<file path="config.mk">
export PLATFORM = sky130hd
export DESIGN_NAME = sbm_ram
export DESIGN_NICKNAME = d
export VERILOG_FILES = /design/src/hdl/sbm_ram.sv
export SDC_FILE = /design/constraint.sdc
export NUM_CORES = 2
export LEC_CHECK = 0
export BUFFER_PORTS_ARGS = -buffer_cell sky130_fd_sc_hd__buf_4
export CORE_MARGIN = 10
export CORE_UTILIZATION = 45
export DETAILED_ROUTE_END_ITERATION = 6
export GPL_TIMING_DRIVEN = 0
export PLACE_DENSITY = 0.68
export SYNTH_ARGS = -nofsm -noshare
export SYNTH_HDL_FRONTEND = slang
export SYNTH_SLANG_ARGS = --single-unit
</file>
<file path="constraint.sdc">
create_clock -name clk -period 2 [get_ports clk]
set_clock_uncertainty 0.2 [all_clocks]
set_input_delay 0.1 -clock clk [delete_from_list [all_inputs] [get_ports clk]]
set_output_delay 0.1 -clock clk [all_outputs]
set_load 0.05 [all_outputs]
</file>
<file path="src/hdl/sbm_ram.sv">
`timescale 1ns / 1ps
`default_nettype none
module sbm_ram #(
  parameter int WIDTH = 8,
  parameter int DEPTH = 256
) (
  input  wire logic                     clk,
  input  wire logic                     we,
  input  wire logic [$clog2(DEPTH)-1:0] waddr,
  input  wire logic [WIDTH-1:0]         wdata,
  input  wire logic [$clog2(DEPTH)-1:0] raddr,
  output logic      [WIDTH-1:0]         rdata
);

  logic [WIDTH-1:0] mem [DEPTH];

  always_ff @(posedge clk) begin
    if (we) begin
      mem[waddr] <= wdata;
    end
    rdata <= mem[raddr];
  end

endmodule
`default_nettype wire

</file>
==> flow_summary.yaml <==
die:
  initial_core_util_pct: 45.22
  placeableCoreArea_sq_um: 175900
  die_h_um: 440.5
  pin_count: 34
  dieArea_sq_um: 194000
  dieWidth_um: 440.5
  num_rows: 154
clocking:
  cts.htree.levels: 4
  clockBufferDepth: 3
  clk_pin_slew_ps: 60
  cts_buffers: 199
  clockRootBuffer: "clkbuf_16"
  cts_tree: "yes"
  clock-sinks: 2056
  clk_latency_ps: 860
logic_synthesis:
  synth.area.mux_share_pct: 14.62
  ys_types: 55
  syn_nets: 3759
  postSynthRegisterBits: 2056
  synth_xor_area_share_pct: 0
  yosys_most_used_dff: "edfxtp_1"
  yosys-top-cells-area: "edfxtp_1, mux4_2, mux2i_1, nor2_1, a22oi_1"
  synth_area_per_cell_sq_um: 21.31
  ys_seq_area_share_pct: 77.50
  yosys_warnings: 0
  synth-edff-count: 2048
  synthSimpleGateAreaFrac_pct: 2.628
  synth_top_area_share_pct: 77.30
  async_flop_share_pct: 0
  synthCells: 3733
  yosys.area.top_type: "edfxtp_1"
  synthAdderAreaFrac_pct: 0
  syn_area_sq_um: 79560
  synth_top_family_by_area: "multiplexers"
  synth-compound-area-share_pct: 3.419
run_status:
  failed_checks: "negative hold slack, negative setup slack"
  status: "finished, violations left"
worst_setup_path:
  end_kind: "flop"
  cp_data_arrival_time_ps: 3000
  cpLargestDelayFamily: "simple AND/OR/NAND/NOR gates"
  path_cells: "buf_4 > dlygate4sd3_1 > nor2b_1 > nand2_2 > clkbuf_2 > nor2_2"
  worstPathMaxFanout: 10
  crit_buf_inv: 3
  regToRegSetupSlack_ps: -660
  cpPeakStageDelay_ps: 660
  required_ps: 2260
  crit_type: "in2reg"
  crit_slowest_cell: "dlygate4sd3_1"
  critPathLaunchType: "input port"
grt:
  grt_pass1_wl_mm: 324.4
  track_usage_pct: 23.97
  grt_pass1_vias: 41380
  antenna_found_initial: 14
  grt.overflow.total: 0
  grt_max_degree: 167
detailed_routing:
  wl_met3_mm: 29.71
  wl_per_cell_um: 36.25
  num_vias: 41980
  via_per_inst: 6.420
  firstDrtPassIters: 6
  drt-met1-wl_mm: 83.26
  wirelength_mm: 237.0
  drt_first_iter_violations: 6440
  final_antenna_net_count: 0
  drc: 0
  wl_met2_mm: 108.9
  top_layer_used: "met5"
placement:
  port_buffers: 26
  dp_hpwl_mm: 153.7
  dp_cells: 6111
  gp_congestion: 0.9588
power:
  p_leak_uw: 0.02825
  power.density_nw_per_um2: 976.0
  vdd_ir_drop_max_mv: 0.8315
finish:
  drive_gt1_share_pct: 32.21
  syn2layout_area_growth_pct: 16.96
  nNetsFinal: 4055
  finalNonFillerCells: 6539
sta:
  rsz0062_at_grt: "true"
  timing_hold_violations_final: 32
  setup_viol: 1195
  fin_ws_ps: -735.4
  relSlewSlack_pct: 7.895
  drv_slew: 0
  holdWs_ps: -25.81
  finalCritPeriodShare_pct: 136.8
  setup_tns_ps: -354820
  fin_crit_ps: 2735
  worstMarginPinSlew_ps: 1382
  clock.fmax_ghz: 0.3656
run:
  max_cap_viol_count: 0
min_path:
  hold_path_class: "in2reg"
[through the flow]
step	setup slack (ps)	util, %	total power (uW)	cell area, sq um
final	-735.4	52.89	90820	93050
after global routing	-683.4	52.89	92760	93040
after CTS	-617.8	52.14	90710	91720
after detailed placement	-3144	47.37	53510	83330
after global placement	-3447	47.18	53410	82990
after floorplan	-118.8	-	50940	79870
[registers in the layout, summed over array words and instances (netlist names)]
signal  cells
mem      2048
rdata       8
[tightest hold or removal path, delay by kind of cell]
kind	cells	cell delay, ps
buffers and inverters	1	140
AND/OR/NAND/NOR	3	570
[timing repair]
| action | 4_1_cts | 5_1_grt |
|---|---|---|
| cloned | 0 | 0 |
| pin swaps | 21 | 20 |
| setup buffers | 17 | 8 |
| endpoints found under the hold margin | 1675 | 339 |
| setup endpoints to repair | 1355 | 1798 |
| hold buffers | 14 | 19 |
| gates resized for setup | 439 | 310 |
[cell usage after synthesis, drive strengths merged (22+ instances only)]
library cell / number
nor2b: 31
nor3: 22
mux2i: 134
edfxtp: 2048
mux4: 456
o221ai: 47
nand2: 33
buf: 122
nand3: 34
a22oi: 133
clkbuf: 111
nor4: 27
a21oi: 96
o22ai: 28
nor2: 282
[cell usage in the layout (no fill, tap or decap), drive strengths merged, types with 33 or more instances in the layout]
cell type	n
buf	202
mux2i	134
nand3	34
a22oi	133
clkinv	80
nor2	282
clkbuf	342
edfxtp	2048
a21oi	96
o221ai	47
mux4	456
nand2	33
[path summary, 6_finish.rpt]
check / cells past startpoint / to / start
worst max register to register: 6 / rdata[3] / mem[82][3]
worst min-delay path: 4 / mem[145][4] / waddr[7]
worst max-delay path: 6 / mem[108][2] / waddr[4]
worst min register to register: 6 / rdata[3] / mem[40][3]
[power by group]
part / internal, uW / leakage, uW / total (uW) / switching (uW)
registers: 47500 / 0.0185 / 47500 / 29.0
logic: 1810 / 0.00663 / 5710 / 3890
clock network: 21300 / 0.00315 / 37600 / 16300
[logic make-up after synthesis]
| logic type | count (synthesis) |
|---|---|
| AOI/OAI and AO/OA | 385 |
| buffers and inverters | 235 |
| DFF | 2056 |
| muxes | 591 |
| and+or+nand+nor | 466 |
[per-layer routing]
layer	track usage, %	up-vias
li1	-	16360
met1	30.91	21880
met2	36.58	3092
met3	7.138	650
met4	13.16	2
met5	0	-
[cell type report]
cell class | instances | area [sq um]
antenna | 8 | 20.02
buffer | 232 | 1993
clock buffer | 250 | 5306
clock inverter | 113 | 1167
fill | 13190 | 82870
inverter | 2 | 7.507
multi-input combinational | 1442 | 18860
sequential | 2056 | 61660
tap | 2340 | 2928
timing repair buffer | 96 | 1110
Power figures use the tool's default switching activity.
